<file path="src/rtl/core/bdlp_pkg.sv">
// ----------------------------------------------------------------------------
// bdlp_pkg
// shared widths, reset values and register indexes of the debounce block
// ----------------------------------------------------------------------------
package bdlp_pkg;

	localparam int FIELD_W = 4;   // one bit per button in every tick field
	localparam int CNT_W   = 16;  // hold countdown and config register width
	localparam int CFG_IDX_W = 1;

	localparam logic [CNT_W-1:0] LONG_START_RST  = 16'd100;
	localparam logic [CNT_W-1:0] LONG_REPEAT_RST = 16'd50;

	// released pin level (active-low pins)
	localparam logic LEVEL_RELEASED = 1'b1;
	localparam logic LEVEL_PRESSED  = 1'b0;

	typedef enum logic [CFG_IDX_W-1:0] {
		REG_LONG_START  = 1'b0,
		REG_LONG_REPEAT = 1'b1
	} cfg_reg_t;

	typedef logic [FIELD_W-1:0] btn_vec_t;
	typedef logic [CNT_W-1:0]   cnt_t;

endpackage

</file>
<file path="src/rtl/core/bdlp_if.sv">
// ----------------------------------------------------------------------------
// bdlp channel interfaces
// valid/ready channels for tick items and result items
// ----------------------------------------------------------------------------
interface bdlp_tick_if;
	logic              valid;
	logic              ready;
	bdlp_pkg::btn_vec_t pin_levels;
	bdlp_pkg::btn_vec_t press_ack;
	bdlp_pkg::btn_vec_t long_ack;

	modport source (output valid, output pin_levels, output press_ack, output long_ack,
		input ready);
	modport sink (input valid, input pin_levels, input press_ack, input long_ack,
		output ready);
endinterface

interface bdlp_result_if;
	logic              valid;
	logic              ready;
	bdlp_pkg::btn_vec_t press_pending;
	bdlp_pkg::btn_vec_t long_pending;
	bdlp_pkg::btn_vec_t stable_pressed;

	modport source (output valid, output press_pending, output long_pending,
		output stable_pressed, input ready);
	modport sink (input valid, input press_pending, input long_pending,
		input stable_pressed, output ready);
endinterface

</file>
<file path="src/rtl/core/button_debounce_long_press_top.sv">
// ----------------------------------------------------------------------------
// button_debounce_long_press_top
// three-sample debounce per button with sticky press flag and long-press repeat
// ----------------------------------------------------------------------------
//  channel  | dir | payload                                       | handshake
//  tick     | in  | pin_levels, press_ack, long_ack               | valid/ready
//  res      | out | press_pending, long_pending, stable_pressed   | valid/ready
//  cfg      | in  | cfg_index, cfg_wdata                          | cfg_we
//
//  one tick accepted per cycle; its result appears in the result register
//  on the next cycle. button state is updated at the accepting edge.
//  a tick is taken whenever the result register is empty or being drained,
//  so a stalled sink holds one result and stops the tick channel.
//  arst_n clears all button state to released and the registers to 100 / 50.
// ----------------------------------------------------------------------------
module button_debounce_long_press_top #(
	parameter int NUM_BUTTONS = 4
) (
	input  logic                                   clk,
	input  logic                                   arst_n,
	bdlp_tick_if.sink                              tick,
	bdlp_result_if.source                          res,
	input  logic                                   cfg_we,
	input  logic [bdlp_pkg::CFG_IDX_W-1:0]         cfg_index,
	input  logic [bdlp_pkg::CNT_W-1:0]             cfg_wdata
);

	localparam int FW = bdlp_pkg::FIELD_W;

	bdlp_pkg::cnt_t long_start_q;
	bdlp_pkg::cnt_t long_repeat_q;

	// the oldest sample is never compared again once shifted out, so two
	// stored samples plus the incoming level make up the three-sample window
	logic middle_q [NUM_BUTTONS];
	logic newest_q [NUM_BUTTONS];
	logic acc_q    [NUM_BUTTONS];
	bdlp_pkg::cnt_t cnt_q [NUM_BUTTONS];
	logic press_q  [NUM_BUTTONS];
	logic long_q   [NUM_BUTTONS];

	logic          tick_acc;
	logic          res_valid_q;
	bdlp_pkg::btn_vec_t press_pending_q, long_pending_q, stable_pressed_q;
	bdlp_pkg::btn_vec_t press_nx_vec, long_nx_vec, stable_nx_vec;
	bdlp_pkg::btn_vec_t press_vis, long_vis, stable_vis;

	assign tick.ready = !res_valid_q || res.ready;
	assign tick_acc   = tick.valid && tick.ready;

	// configuration registers
	always_ff @(posedge clk or negedge arst_n) begin
		if (!arst_n) begin
			long_start_q  <= bdlp_pkg::LONG_START_RST;
			long_repeat_q <= bdlp_pkg::LONG_REPEAT_RST;
		end else if (cfg_we) begin
			unique case (bdlp_pkg::cfg_reg_t'(cfg_index))
				bdlp_pkg::REG_LONG_START:  long_start_q  <= cfg_wdata;
				bdlp_pkg::REG_LONG_REPEAT: long_repeat_q <= cfg_wdata;
				default: ;
			endcase
		end
	end

	for (genvar g = 0; g < NUM_BUTTONS; g++) begin : g_btn
		logic           level;
		logic           pack, lack;
		logic           stable;
		logic           press_nx, long_nx, acc_nx;
		bdlp_pkg::cnt_t cnt_nx;
		bdlp_pkg::cnt_t cnt_dec;

		// buttons past the field width read zero bits, i.e. pressed
		if (g < FW) begin : g_vis
			assign level = tick.pin_levels[g];
			assign pack  = tick.press_ack[g];
			assign lack  = tick.long_ack[g];
		end else begin : g_hid
			assign level = bdlp_pkg::LEVEL_PRESSED;
			assign pack  = 1'b0;
			assign lack  = 1'b0;
		end

		assign stable  = (middle_q[g] == newest_q[g]) && (newest_q[g] == level);
		assign cnt_dec = cnt_q[g] - 1'b1;

		always_comb begin
			// acks clear first, the debounce update may set again
			press_nx = press_q[g] && !pack;
			long_nx  = long_q[g] && !lack;
			acc_nx   = acc_q[g];
			cnt_nx   = cnt_q[g];
			if (stable && (acc_q[g] != level)) begin
				acc_nx  = level;
				long_nx = 1'b0;
				if (level == bdlp_pkg::LEVEL_PRESSED) begin
					press_nx = 1'b1;
					cnt_nx   = long_start_q;
				end else begin
					cnt_nx   = '0;
				end
			end else if (stable && (level == bdlp_pkg::LEVEL_PRESSED) && (cnt_q[g] != '0)) begin
				if (cnt_dec == '0) begin
					long_nx = 1'b1;
					cnt_nx  = long_repeat_q;
				end else begin
					cnt_nx  = cnt_dec;
				end
			end
		end

		always_ff @(posedge clk or negedge arst_n) begin
			if (!arst_n) begin
				middle_q[g] <= bdlp_pkg::LEVEL_RELEASED;
				newest_q[g] <= bdlp_pkg::LEVEL_RELEASED;
				acc_q[g]    <= bdlp_pkg::LEVEL_RELEASED;
				cnt_q[g]    <= '0;
				press_q[g]  <= 1'b0;
				long_q[g]   <= 1'b0;
			end else if (tick_acc) begin
				middle_q[g] <= newest_q[g];
				newest_q[g] <= level;
				acc_q[g]    <= acc_nx;
				cnt_q[g]    <= cnt_nx;
				press_q[g]  <= press_nx;
				long_q[g]   <= long_nx;
			end
		end

		if (g < FW) begin : g_out
			assign press_nx_vec[g]  = press_nx;
			assign long_nx_vec[g]   = long_nx;
			assign stable_nx_vec[g] = (acc_nx == bdlp_pkg::LEVEL_PRESSED);
			assign press_vis[g]     = press_q[g];
			assign long_vis[g]      = long_q[g];
			assign stable_vis[g]    = (acc_q[g] == bdlp_pkg::LEVEL_PRESSED);
		end

		// a released button never holds a running countdown
		a_cnt_idle: assert property (@(posedge clk) disable iff (!arst_n)
			(acc_q[g] == bdlp_pkg::LEVEL_RELEASED) |-> (cnt_q[g] == '0))
			else $error("countdown running on released button %0d", g);

		// a long flag only exists while the debounced level is pressed
		a_long_pressed: assert property (@(posedge clk) disable iff (!arst_n)
			long_q[g] |-> (acc_q[g] == bdlp_pkg::LEVEL_PRESSED))
			else $error("long flag on released button %0d", g);
	end

	// bits with no button behind them stay low
	for (genvar h = NUM_BUTTONS; h < FW; h++) begin : g_pad
		assign press_nx_vec[h]  = 1'b0;
		assign long_nx_vec[h]   = 1'b0;
		assign stable_nx_vec[h] = 1'b0;
		assign press_vis[h]     = 1'b0;
		assign long_vis[h]      = 1'b0;
		assign stable_vis[h]    = 1'b0;
	end

	// result register
	always_ff @(posedge clk or negedge arst_n) begin
		if (!arst_n) begin
			res_valid_q <= 1'b0;
		end else if (tick_acc) begin
			res_valid_q <= 1'b1;
		end else if (res.ready) begin
			res_valid_q <= 1'b0;
		end
	end

	always_ff @(posedge clk) begin
		if (tick_acc) begin
			press_pending_q  <= press_nx_vec;
			long_pending_q   <= long_nx_vec;
			stable_pressed_q <= stable_nx_vec;
		end
	end

	assign res.valid          = res_valid_q;
	assign res.press_pending  = press_pending_q;
	assign res.long_pending   = long_pending_q;
	assign res.stable_pressed = stable_pressed_q;

	// an accepted tick always leaves a result behind
	a_acc_result: assert property (@(posedge clk) disable iff (!arst_n)
		tick_acc |=> res_valid_q)
		else $error("accepted tick produced no result");

	// a held result mirrors the button state it was taken from
	a_res_mirror: assert property (@(posedge clk) disable iff (!arst_n)
		res_valid_q |-> (press_pending_q == press_vis) && (long_pending_q == long_vis)
			&& (stable_pressed_q == stable_vis))
		else $error("result register out of step with button state");

endmodule

</file>
<file path="src/flat_wrapper.sv">
// flat-port wrapper written by rule: the top's interface ports become plain ports
module button_debounce_long_press_top_flat 
#(
	parameter int NUM_BUTTONS = 4
)
  (clk, arst_n, cfg_we, cfg_index, cfg_wdata, tick_valid, tick_pin_levels, tick_press_ack, tick_long_ack, tick_ready, res_valid, res_press_pending, res_long_pending, res_stable_pressed, res_ready);
  bdlp_tick_if tick_i ();
  bdlp_result_if res_i ();
  input  logic clk;
  input  logic arst_n;
  input  logic cfg_we;
  input  logic [bdlp_pkg::CFG_IDX_W-1:0] cfg_index;
  input  logic [bdlp_pkg::CNT_W-1:0] cfg_wdata;
  input wire logic [$bits(tick_i.valid)-1:0] tick_valid;
  input wire logic [$bits(tick_i.pin_levels)-1:0] tick_pin_levels;
  input wire logic [$bits(tick_i.press_ack)-1:0] tick_press_ack;
  input wire logic [$bits(tick_i.long_ack)-1:0] tick_long_ack;
  output wire logic [$bits(tick_i.ready)-1:0] tick_ready;
  output wire logic [$bits(res_i.valid)-1:0] res_valid;
  output wire logic [$bits(res_i.press_pending)-1:0] res_press_pending;
  output wire logic [$bits(res_i.long_pending)-1:0] res_long_pending;
  output wire logic [$bits(res_i.stable_pressed)-1:0] res_stable_pressed;
  input wire logic [$bits(res_i.ready)-1:0] res_ready;
  assign tick_i.valid = tick_valid;
  assign tick_i.pin_levels = tick_pin_levels;
  assign tick_i.press_ack = tick_press_ack;
  assign tick_i.long_ack = tick_long_ack;
  assign tick_ready = tick_i.ready;
  assign res_valid = res_i.valid;
  assign res_press_pending = res_i.press_pending;
  assign res_long_pending = res_i.long_pending;
  assign res_stable_pressed = res_i.stable_pressed;
  assign res_i.ready = res_ready;
  button_debounce_long_press_top #(.NUM_BUTTONS(NUM_BUTTONS)) u_core (.clk(clk), .arst_n(arst_n), .tick(tick_i), .res(res_i), .cfg_we(cfg_we), .cfg_index(cfg_index), .cfg_wdata(cfg_wdata));
endmodule
</file>
<file path="config.mk">
export PLATFORM = sky130hd
export DESIGN_NAME = button_debounce_long_press_top_flat
export DESIGN_NICKNAME = d
export VERILOG_FILES = /design/src/rtl/core/bdlp_pkg.sv /design/src/rtl/core/bdlp_if.sv /design/src/rtl/core/button_debounce_long_press_top.sv /design/src/flat_wrapper.sv
export SDC_FILE = /design/constraint.sdc
export NUM_CORES = 1
export LEC_CHECK = 0
export BUFFER_PORTS_ARGS = -buffer_cell sky130_fd_sc_hd__buf_2
export CORE_MARGIN = 2
export CORE_UTILIZATION = 45
export DETAILED_ROUTE_END_ITERATION = 12
export PLACE_DENSITY = 0.6
export SLEW_MARGIN = 30
export SYNTH_ARGS = -nofsm -noshare
export SYNTH_HDL_FRONTEND = slang
export SYNTH_SLANG_ARGS = --single-unit
export TNS_END_PERCENT = 100
</file>
<file path="constraint.sdc">
create_clock -name clk -period 2.6 [get_ports clk]
set_clock_uncertainty 0.1 [all_clocks]
set_input_delay 0.52 -clock clk [delete_from_list [all_inputs] [get_ports clk]]
set_output_delay 0.52 -clock clk [all_outputs]
set_load 0.01 [all_outputs]
</file>
---- Yosys cells after proc, flatten, opt, wreduce, memory -nomap -nowiden ----
Cells that the tools add are included.
Widths: inputs -> output; s select.
storage, ports and cells
  register bits ........................... 129
  bits in latches ......................... 0
  memory bits (writable) .................. 0
  bits in read-only memories .............. 0
  input bits .............................. 34
  output and inout bits ................... 14
  logic and storage cells ................. 151
  memories ................................ 0
operators by class
  $add $sub $neg .......................... 4
  multiply operators ...................... 0
  div/mod/pow operators ................... 0
  $lt $le $gt $ge ......................... 0
  equal/unequal tests ..................... 12
  shift-type cells ........................ 0
  multiplexer cells ....................... 42
  bitwise gates (word level) .............. 9
  reduce and logical (&&, ||, !) cells .... 54
operators by type and width
  operator               number
  $mux 16                16
  $logic_not 16->1       4
  $reduce_bool 16->1     4
  $sub 16x1->16 const B  4
  $mux 1                 26
  $logic_and 1x1->1      25
  $reduce_and 2->1       6
  $reduce_bool 2->1      5
  $logic_not 1->1        9
  $not 1->1              9
  $eq 1x1->1             8
  $ne 1x1->1             4
  $logic_or 1x1->1       1

---- Longest topological paths before layout ----
Gate-level depths: netlist of run 1.
  word-level depth ........................ 6
  depth in mapped cells ................... 12
  mapped depth without buffers ............ 9

---- Worst setup path after synthesis of run 1 ----
OpenSTA, ideal clock, no wires.
  path type ............................... register to register
  start ................................... register u_core.cnt_q[0] (netlist name)
  end ..................................... register u_core.cnt_q[0] (netlist name)
  library setup time ...................... 0.126 ns
  arrival ................................. 2.543 ns
  data required time ...................... 2.374 ns
  setup slack ............................. -0.169 ns
  cell stages (with the launch flop) ...... 11
  buffers on the path ..................... 1
  period minus slack after synthesis ...... 2.769 ns
  cell sequence ........................... dfrtp_1 inv_1 ha_1 or4b_2 a211oi_1 a211oi_1 nor4_1 and3_1 buf_4 mux2i_1 a221o_1
between the ends
  word-level cells in the longest chain between the ends .. 5
  elaborated cells between the ends (all ways) .. 9
  classes of those cells .................. add/sub: 1; mux: 3; reduce/logical: 5
RTL lines
  what                               RTL line                               text
  from (decl)                        button_debounce_long_press_top.sv:38   bdlp_pkg::cnt_t cnt_q [NUM_BUTTONS];
  from (signal, indexed assignment)  button_debounce_long_press_top.sv:124  cnt_q[g] <= cnt_nx;
  $sub 16x1->16                      button_debounce_long_press_top.sv:85   assign cnt_dec = cnt_q[g] - 1'b1;
  $logic_not 16->1                   button_debounce_long_press_top.sv:103  if (cnt_dec == '0) begin
  $mux 16                            button_debounce_long_press_top.sv:103
  $mux 16                            button_debounce_long_press_top.sv:102  end else if (stable && (level == bdlp_pkg::LEVEL_PRESSED) && (cnt_q[g] != '0)) begin
  $mux 16                            button_debounce_long_press_top.sv:93   if (stable && (acc_q[g] != level)) begin
Parallel ways exist; a longest one is shown, timed or not. The select of a mux whose other input is x is not followed.
A chain may end at the register's enable or synchronous reset.

---- Final worst setup path of run 1 ----
  start ................................... register u_core.cnt_q[33] (netlist name)
  end ..................................... register u_core.long_q[2] (netlist name)
between the ends
  word-level cells in the longest chain between the ends .. 5
  elaborated cells between the ends (all ways) .. 7
  classes of those cells .................. add/sub: 1; mux: 3; reduce/logical: 3
RTL lines
  what                             RTL line                               text
  $sub 16x1->16                    button_debounce_long_press_top.sv:85
  $logic_not 16->1                 button_debounce_long_press_top.sv:103
  $mux 1                           button_debounce_long_press_top.sv:103
  $mux 1 *                         button_debounce_long_press_top.sv:102
  $mux 1 *                         button_debounce_long_press_top.sv:93
  to (signal, indexed assignment)  button_debounce_long_press_top.sv:126  long_q[g] <= long_nx;
  to (decl)                        button_debounce_long_press_top.sv:40   logic long_q [NUM_BUTTONS];
Mark *: on every way between the ends. The rest lies on a longest branch, timed or not.

==> results of run 1 <==
## stage by stage
stage	hold WS (ns)	setup TNS (ns)	total power [mW]	cell area (um2)
final	0.0539	-0.854	11.3	10800
after CTS	0.123	-0.151	10.6	10100
after global placement	0.354	-1.82	7.93	9330
after floorplan	0.124	-1.11	5.93	7860
after global routing	0.128	-4.55	12.0	10800
after detailed placement	0.366	-4.86	8.04	9330
## kinds of logic after synthesis
logic type               count (synthesis)  share of synthesized area (%)
XOR/XNOR                                31                           3.48
buffers and inverters                   67                           3.40
flip-flops                             129                           42.5
multiplexers                            42                           5.99
AO/OA/AOI/OAI                          235                           19.7
AND/OR/NAND/NOR                        359                           23.7
adder cells (fa/ha/maj)                  8                           1.28
## power groups by stage
stage | Combinational, mW | Clock (mW) | Sequential (mW)
finish | 5.44 | 2.32 | 3.54
global route | 5.91 | 2.45 | 3.60
CTS | 4.79 | 2.34 | 3.45
detailed placement | 4.60 | 0 | 3.43
global placement | 4.51 | 0 | 3.42
floorplan | 2.72 | 0 | 3.21
## sequential cells by signal, indices dropped and copies added (netlist names)
name	cells
u_core.long_repeat_q	16
u_core.press_q	4
u_core.long_start_q	16
u_core.res.stable_pressed	4
u_core.cnt_q	64
u_core.middle_q	4
u_core.acc_q	4
u_core.res.valid	1
u_core.res.press_pending	4
u_core.res.long_pending	4
u_core.long_q	4
u_core.newest_q	4
## worst max-delay path by stage
stage	startpoint	cells past startpoint	to	slack, ns
6_report	u_core.cnt_q[33]	9	u_core.long_q[2]	-0.11
3_5_place_dp	u_core.cnt_q[20]	9	u_core.cnt_q[28]	-0.27
3_3_place_gp	u_core.cnt_q[17]	8	u_core.cnt_q[17]	-0.15
2_1_floorplan	u_core.cnt_q[17]	7	u_core.cnt_q[17]	-0.11
4_1_cts	u_core.cnt_q[18]	8	u_core.cnt_q[17]	-0.05
5_1_grt	u_core.cnt_q[20]	8	u_core.cnt_q[17]	-0.22
## layer usage
| metal | GRT usage [%] | vias to the layer above | part of all wire [%] |
|---|---|---|---|
| met4 | 12.3 | 0 | 3.5 |
| met3 | 6.25 | 72 | 8.1 |
| met5 | 0 | - | 0 |
| li1 | - | 3661 | - |
| met2 | 47.6 | 412 | 47 |
| met1 | 41.8 | 4067 | 42 |
## what timing repair did
action | CTS | global route
buffers inserted | 7 | 30
hold endpoints to repair | 0 | 0
resized for setup | 32 | 111
endpoints found under the setup margin | 59 | 65
cloned | 1 | 3
pin swaps | 8 | 54
## area by class of cell
| type | count | area (um2) |
|---|---|---|
| Clock inverter | 9 | 80.1 |
| Tap cell | 225 | 282 |
| Multi-Input combinational cell | 676 | 4760 |
| Timing Repair Buffer | 230 | 1770 |
| Fill cell | 1440 | 6320 |
| Sequential cell | 129 | 3310 |
| Inverter | 25 | 93.8 |
| Clock buffer | 23 | 489 |
## cells in the mapped netlist (8+ instances only)
library cell / instances / area, um2
nor3_1: 29 / 145
nor4_1: 20 / 125
nor2_1: 61 / 229
nand2_1: 111 / 417
a21o_1: 19 / 143
and3_1: 26 / 163
edfxtp_1: 12 / 360
xor2_1: 18 / 158
a211oi_1: 8 / 60.1
mux2_2: 37 / 417
a221oi_1: 10 / 87.6
inv_1: 25 / 93.8
a31oi_1: 10 / 62.6
a221o_1: 8 / 80.1
ha_1: 8 / 100
o31ai_1: 9 / 67.6
nand3_1: 28 / 140
a22oi_1: 9 / 67.6
and2_1: 10 / 62.6
nand4_1: 14 / 87.6
o21ai_0: 59 / 295
dfstp_2: 18 / 473
clkbuf_1: 34 / 128
dfrtp_1: 99 / 2480
a21oi_1: 55 / 275
xnor2_1: 13 / 114
==> impl_results.md, run 1 <==
* Status: complete, but fails checks
* Violated checks: setup timing
* Largest net degree at the start of global routing at 118
* Final ANT Viol Nets at 0
* FF-to-FF setup slack at -0.11 ns
* Root buffer cell: clkbuf_16
* Setup CP Type: reg -> reg
* DP HPWL at about 19000 um
* Top_reg_cell synth: dfrtp_1
* Commonest cells after routing, fill and taps aside: 158 x buf_4, 100 x nand2_1, 96 x dfrtp_1
* Vias per inst at about 6.2
* Final Setup Violations at 22
* Vias after detailed routing at 8212
* # port buffers at 47
* Inst Count DP at around 1200
* Post-synth net total at 913
* Critical path's top delay family: simple AND/OR/NAND/NOR gates
* PD cells at 1050 nW/um2
* Distinct cell type count after synthesis at 70
* Die area at roughly 18000 um2
* Reg2Reg Depth at 9
* Max cap viols at 0
* Dpl ws at -0.274 ns
* Vias in the first global route at 7741
* CP endpoint kind: flip-flop
* Bufs on Longest Clock Path at 2
* Post-Layout Cell Count at 1317
* Overflow after GRT at 0
* Tot GR Track Use at 30.6%
* Max VDD drop at 0.559 mV
* Logic gate share of total power at 48.1%
* Area growth syn-to-layout at 38.4%
* Crit path time final at 2.71 ns
* Bufs and invs on worst path at 1
* Hold buffer count at cts at 0
* Final max-slew violation count at 0
* Post-synthesis async set-or-reset flop share at 90.7%
* Die height at 136 um
* Final hold vios at 0
* Crit Reg-Reg Endpoint: u_core.long_q[2]
* Pleak at 4.75 nW
* RePlAce Congestion at 0.969
* CTS tree: yes
* Residual DRC at 0
* Clk sinks at 129
* Net switching power at 4.48 mW
* Initial antenna violation count at 0
* Initial Util at 45.6%
* Critical-path cell list: inv_2, ha_4, or4b_4, or3_4, nor4_2, nand4_1, or2_4, or4_1, nand2_1
* First-pass GRT wire length at between 40000 and 50000 um
* Syn. warnings at 0
* Commonest non-fill, non-tap cell in the layout: buf_4
* Drt first pass iters at 5
* IO Count at 48
* Worst path slowest cell: or4b_4
* Final nets at 1121
* Routed WL at 28700 um
* CP max FO at 4
* Worst r2r src: u_core.cnt_q[33]
* Biggest cell delay along the critical path at 0.45 ns
* DRT iter0 DRCs at 946
* EDFF count, synth at 12
* Syn Area/Cell at around 9.0 um2
* Fmax at between 300 and 400 MHz
* Internal power at 6.83 mW
* Sw frac at 39.6%
* N_diodes at 0
* Drt wl/cell at 21.8 um
* WP data arrival at 2.97 ns
* Num CTS Buffers at 17
* RSZ-0062 raised after global routing: true
* Worst endpoint required time at about 2.9 ns
* Worst-margin pin slew at 0.802 ns
* Hold Crit Class: in -> async
* Part of the Yosys area used for sequential elements at 42.5%
* Row Count at 48
* Mapped Area at 7800 um2
* Final core utilization at 63.1%
* Share of layout cells above drive strength 1 at 38.4%
* Fin worst setup slack at -0.111 ns
* Core area at between 15000 and 20000 um2
* Worst-Skew Late Latency at 0.42 ns
* Clk slew on worst S/H paths at approximately 0.06 ns
* Slew Limit Headroom at 46.4%
* Clock power share at 20.5%
* Final worst path period share at 104%
* Sequential share of power at 31.3%
* CTS HTree Levels at 4
* Syn Inst Count at 871
* Critical Path Start Type: flip-flop
* Seq cells post-synth at around 130
* Die width at 136 um
Note: power is estimated with default switching activity, not from simulation.
==> run 2: changes to the inputs <==
--- a/config.mk
+++ b/config.mk
@@ -9,7 +9,7 @@
 export CORE_MARGIN = 2
 export CORE_UTILIZATION = 45
 export DETAILED_ROUTE_END_ITERATION = 12
-export PLACE_DENSITY = 0.6
+export PLACE_DENSITY = 0.74
 export SLEW_MARGIN = 30
 export SYNTH_ARGS = -nofsm -noshare
 export SYNTH_HDL_FRONTEND = slang
==> run 2 against run 1 <==
  * The run still ends with setup timing left
  * Sequential power barely moved
  * Die area stayed put
  * Utilization shrank 2.3 points
  * Clock power decreased by 6%
  * Global-route usage fell by 1.9 points
  * Non-clock buffer count shrank 29
  * Combinational power down 4.6%
  * Maximum frequency is 0.53% lower
  * Worst setup slack worse by 0.015 ns
  * Flip-flop and latch count is the same
  * Cell area shrank 3.7%
  * Largest cell class unchanged
  * Largest power group unchanged
==> impl_results.md, run 2 (synthesized netlist as in run 1, its figures left out) <==
* Status: complete, but fails checks
* Violated checks: setup timing
* RSZ-0062 raised after global routing: true
* Max reg flops at 64
* Drt wl/cell at 20.3 um
* Die area at 18400 um2
* Final ANT Viol Nets at 0
* DRT iter0 DRCs at 882
* Setup CP Type: reg -> reg
* Worst-margin pin slew at 0.710 ns
* Initial antenna violation count at 0
* Final nets at 1092
* Top flop regs: u_core.cnt_q x64, u_core.long_repeat_q x16, u_core.long_start_q x16
* Commonest non-fill, non-tap cell in the layout: buf_4
* Slew Limit Headroom at between 50% and 60%
* GR Util met2 at 44.8%
* N_diodes at 0
* Final Setup Violations at 7
* Core area at 17100 um2
* Routed WL at between 20000 and 30000 um
* Pwr Total at 10.9 mW
* Largest net degree at the start of global routing at between 40 and 50
* Fin worst setup slack at -0.125 ns
* CP max FO at 4
* Die height at around 140 um
* Worst-Skew Late Latency at roughly 0.42 ns
* Initial Util at a little under half
* Final worst path period share at 105%
* Fmax at 367 MHz
* CP endpoint kind: flip-flop
* Area growth syn-to-layout at 33.3%
* Clk slew on worst S/H paths at approximately 0.060 ns
* CTS HTree Levels at 4
* Drt first pass iters at 5
* Commonest cells after routing, fill and taps aside: 144 x buf_4, 108 x nand2_1, 97 x dfrtp_1
* Critical Path Start Type: flip-flop
* # port buffers at 47
* Largest Register: u_core.cnt_q
* Sum of negative setup slack at -0.486 ns
* Pleak at 4.55 nW
* Max cap viols at 0
* Residual DRC at 0
* Dpl ws at -0.229 ns
* Root buffer cell: clkbuf_16
* Vias in the first global route at about 7700
* First-pass GRT wire length at 40500 um
* Vias after detailed routing at ~8000
* Max VDD drop at roughly 0.56 mV
* Hold Crit Class: in -> reg
* Overflow after GRT at 0
* CTS tree: yes
* Final hold vios at 0
* Share of layout cells above drive strength 1 at 35.7%
* Crit path time final at about 2.7 ns
* Met1 global-route usage at 36.6%
* Final core utilization at 60.7%
* Inst Count DP at 1242
* Row Count at 48
* Clk sinks at about 130
* Tot GR Track Use at between 20 and 30%
* Gr busiest metal: met2
* Hold slack at 0.232 ns
* DP HPWL at between 15000 and 20000 um
* Area after DPL at approximately 9300 um2
* Bufs on Longest Clock Path at 2
* Final max-slew violation count at 0
* Met3 Usage GRT at 7.26%
* Worst endpoint required time at approximately 2.9 ns
* Vias per inst at about 6.2
* Design area at 10400 um2
* WP data arrival at 2.99 ns
* Die width at 136 um
* Num CTS Buffers at 17
* IO Count at 48
* RePlAce Congestion at just under 1
* Post-Layout Cell Count at 1288
* PD cells at between 1000 and 1500 nW/um2
[run 2: timing repair]
item	4_1_cts	5_1_grt
gates resized for setup	21	79
buffers inserted	1	13
pin swaps	8	33
endpoints found under the hold margin	29	0
setup endpoints to repair	61	65
cloned	0	1
hold buffers	1	0
[run 2: worst paths after layout]
kind,startpoint,to,slack [ns],depth (start not counted)
setup / recovery,u_core.cnt_q[32],u_core.long_q[2],-0.13,10
hold / removal,tick_pin_levels[2],u_core.newest_q[1],0.23,3
setup reg to reg,u_core.cnt_q[32],u_core.long_q[2],-0.13,10
hold reg to reg,u_core.long_q[3],u_core.long_q[3],0.38,1
max in group asynchronous,arst_n,u_core.long_repeat_q[5],1.15,3
min in group asynchronous,arst_n,u_core.press_q[1],0.52,2
[run 2: power by group]
part / total [mW] / internal (mW) / switching [mW]
clock network: 2.17 / 1.26 / 0.910
registers: 3.52 / 2.67 / 0.857
logic: 5.19 / 2.57 / 2.61
[run 2: layout make-up]
type / count / area [um2]
Clock inverter: 13 / 88.8
Timing Repair Buffer: 201 / 1470
Inverter: 25 / 93.8
Clock buffer: 19 / 453
Multi-Input combinational cell: 676 / 4700
Sequential cell: 129 / 3310
Fill cell: 1397 / 6720
Tap cell: 225 / 282
[run 2: worst max-delay path: stages, from the launching register on]
cell and delay (ns):
dfrtp_1 0.43, inv_2 0.06, ha_1 0.22, buf_4 0.15, xor2_1 0.16, or3_1 0.36
nor4_2 0.16, nand4_1 0.20, or2_4 0.34, or4_4 0.42, nand2_1 0.07
[run 2: per-layer routing]
metal,wire (um),up-vias
li1,-,3606
met1,10200,3907
met2,12300,415
met3,2410,102
met4,1270,0
met5,0,-
==> run 3: changes to the inputs <==
--- a/config.mk
+++ b/config.mk
@@ -6,10 +6,12 @@
 export NUM_CORES = 1
 export LEC_CHECK = 0
 export BUFFER_PORTS_ARGS = -buffer_cell sky130_fd_sc_hd__buf_2
+export CELL_PAD_IN_SITES_DETAIL_PLACEMENT = 0
+export CELL_PAD_IN_SITES_GLOBAL_PLACEMENT = 1
 export CORE_MARGIN = 2
-export CORE_UTILIZATION = 45
+export CORE_UTILIZATION = 43
 export DETAILED_ROUTE_END_ITERATION = 12
-export PLACE_DENSITY = 0.74
+export PLACE_DENSITY = 0.87
 export SLEW_MARGIN = 30
 export SYNTH_ARGS = -nofsm -noshare
 export SYNTH_HDL_FRONTEND = slang
==> run 3 against run 2 <==
  * Register-to-register slack got worse by 0.07 ns
  * Largest cell class unchanged
  * Critical endpoint is now u_core.cnt_q[17]
  * Cell area increased by 2.2%
  * Total power increased by 3.0%
  * Wire length increased by 5.0%
  * Combinational power increased by 3%
  * Critical path depth decreased by 2
  * Largest power group unchanged
  * Flip-flop and latch count unchanged
  * Sequential share of layout area decreased by 0.68 points
  * The run still ends with setup timing left
  * Cell count increased by 1.7%
  * First-iteration DRC count increased by 16%
  * Clock power increased by 7%
==> impl_results.md, run 3 (synthesized netlist as in run 1, its figures left out) <==
* CTS tree: yes
* Hold Path Stages at 3
* # port buffers at 47
* IO Count at 48
* Critical Path Start Type: flip-flop
* Largest Register: u_core.cnt_q
* Routed WL at 27500 um
* Net switching power at 4.57 mW
* Top flop regs: u_core.cnt_q x64, u_core.long_repeat_q x16, u_core.long_start_q x16
* Initial Util at 43.6%
* FF-to-FF setup slack at -0.20 ns
* First-pass GRT wire length at about 42000 um
* Largest net degree at the start of global routing at 66
* Final max-slew violation count at 0
* Residual DRC at 0
* RePlAce Congestion at 0.976
* Pleak at 4.67 nW
* Drt first pass iters at 5
* Setup CP Type: reg -> reg
* Status: complete, but fails checks
* CP max FO at 4
* Row Count at 49
* N_diodes at 0
* Hold slack at 0.219 ns
* Final hold vios at 0
* Final nets at between 1000 and 1500
* RSZ-0062 raised after global routing: true
* CTS HTree Levels at 4
* Die height at 139 um
* CP endpoint kind: flip-flop
* Crit path time final at 2.80 ns
* Commonest non-fill, non-tap cell in the layout: buf_4
* Max reg flops at 64
* Vias per inst at 6.16
* Bufs on Longest Clock Path at 2
* DR WL met2 at roughly 13000 um
* Logic gate share of total power at 47.8%
* Sw frac at about two fifths
* DRT iter0 DRCs at between 1000 and 1500
* Sequential share of power at 31.4%
* Max VDD drop at 0.582 mV
* Num CTS Buffers at 17
* Clk sinks at 129
* Overflow after GRT at 0
* Vias after detailed routing at 8067
* Area growth syn-to-layout at 36.3%
* Hold Crit Class: in -> reg
* Clock power share at 20.8%
* Vias in the first global route at 7637
* Fin worst setup slack at -0.197 ns
* Fill cells at roughly 1500
* DP HPWL at about 18000 um
* Clk slew on worst S/H paths at 0.06 ns
* Max cap viols at 0
* Drt wl/cell at between 20 and 25 um
* Share of layout cells above drive strength 1 at 38.4%
* Internal power at 6.63 mW
* Final Setup Violations at 22
* Highest routed layer: met4
* Root buffer cell: clkbuf_16
* Final worst path period share at 108%
* Violated checks: setup timing
* Met3 WL at approximately 2000 um
* Final core utilization at 59.4%
* Wl on met1 at 11100 um
* Tot GR Track Use at between 20% and 30%
* WP data arrival at 3.01 ns
* Fmax at 358 MHz
* Worst endpoint required time at 2.81 ns
* Slew Limit Headroom at 54.5%
* PD cells at 1050 nW/um2
* Initial antenna violation count at 0
* Reg2Reg Depth at 8
* Die width at between 100 and 150 um
* Core area at 17900 um2
* Die area at 19200 um2
* Worst-Skew Late Latency at between 0.4 and 0.5 ns
* Commonest cells after routing, fill and taps aside: 157 x buf_4, 100 x nand2_1, 96 x dfrtp_1
* Final ANT Viol Nets at 0
* Worst-margin pin slew at 0.682 ns
[run 3: area by class of cell]
cell class	instances	area (um2)	share of cell area, %
multi-input cells	675	4760	44.8
flip-flops and latches	129	3310	31.2
repair buffers	220	1610	15.1
clock buffers	17	425	4.00
well taps	229	287	2.70
clock inverters	15	135	1.27
inverters	25	93.8	0.883
[run 3: path summary, 6_finish.rpt]
kind,from,endpoint
max,u_core.cnt_q[19],u_core.cnt_q[17]
min reg2reg,u_core.long_q[3],u_core.long_q[3]
min in group asynchronous,arst_n,u_core.cnt_q[34]
max reg2reg,u_core.cnt_q[19],u_core.cnt_q[17]
min,tick_pin_levels[2],u_core.newest_q[1]
max in group asynchronous,arst_n,u_core.cnt_q[48]
[run 3: timing repair]
item                                   CTS  global route
endpoints found under the hold margin    5             0
setup buffers                            6            21
pin swaps                                8            70
gates cloned                             0             3
hold buffers                             1             0
setup endpoints to repair               40            64
resized for setup                       23           112
[run 3: critical path, cell delays in order (launching register included)]
cell	delay (ns)
dfrtp_2	0.45
or4_4	0.54
o21ai_1	0.15
nand2_1	0.11
or4b_4	0.53
nor4_4	0.24
buf_4	0.20
mux2i_1	0.07
a221o_1	0.30
[run 3: metrics by stage]
step	cells	cell area (um2)	total power, mW	worst slack [ns]	setup TNS, ns
floorplan	871	7860	5.93	-0.114	-1.11
global placement	1249	9300	7.86	-0.186	-1.51
detailed placement	1249	9310	7.96	-0.313	-3.50
CTS	1288	10000	10.5	-0.0907	-0.204
global route	1310	10600	11.8	-0.244	-5.08
finish	1310	10600	11.2	-0.197	-2.02
[run 3: routing by layer]
metal / vias up / global-route usage [%]
met2: 404 / 43.7
met1: 3922 / 36.8
li1: 3646 / -
met4: 0 / 14.7
met5: - / 0
met3: 95 / 4.56
[run 3: power groups by stage]
stage | registers (mW) | clock network (mW) | logic, mW
global placement | 3.40 | 0 | 4.46
floorplan | 3.21 | 0 | 2.72
detailed placement | 3.42 | 0 | 4.55
CTS | 3.43 | 2.34 | 4.73
global route | 3.58 | 2.45 | 5.82
finish | 3.52 | 2.33 | 5.35
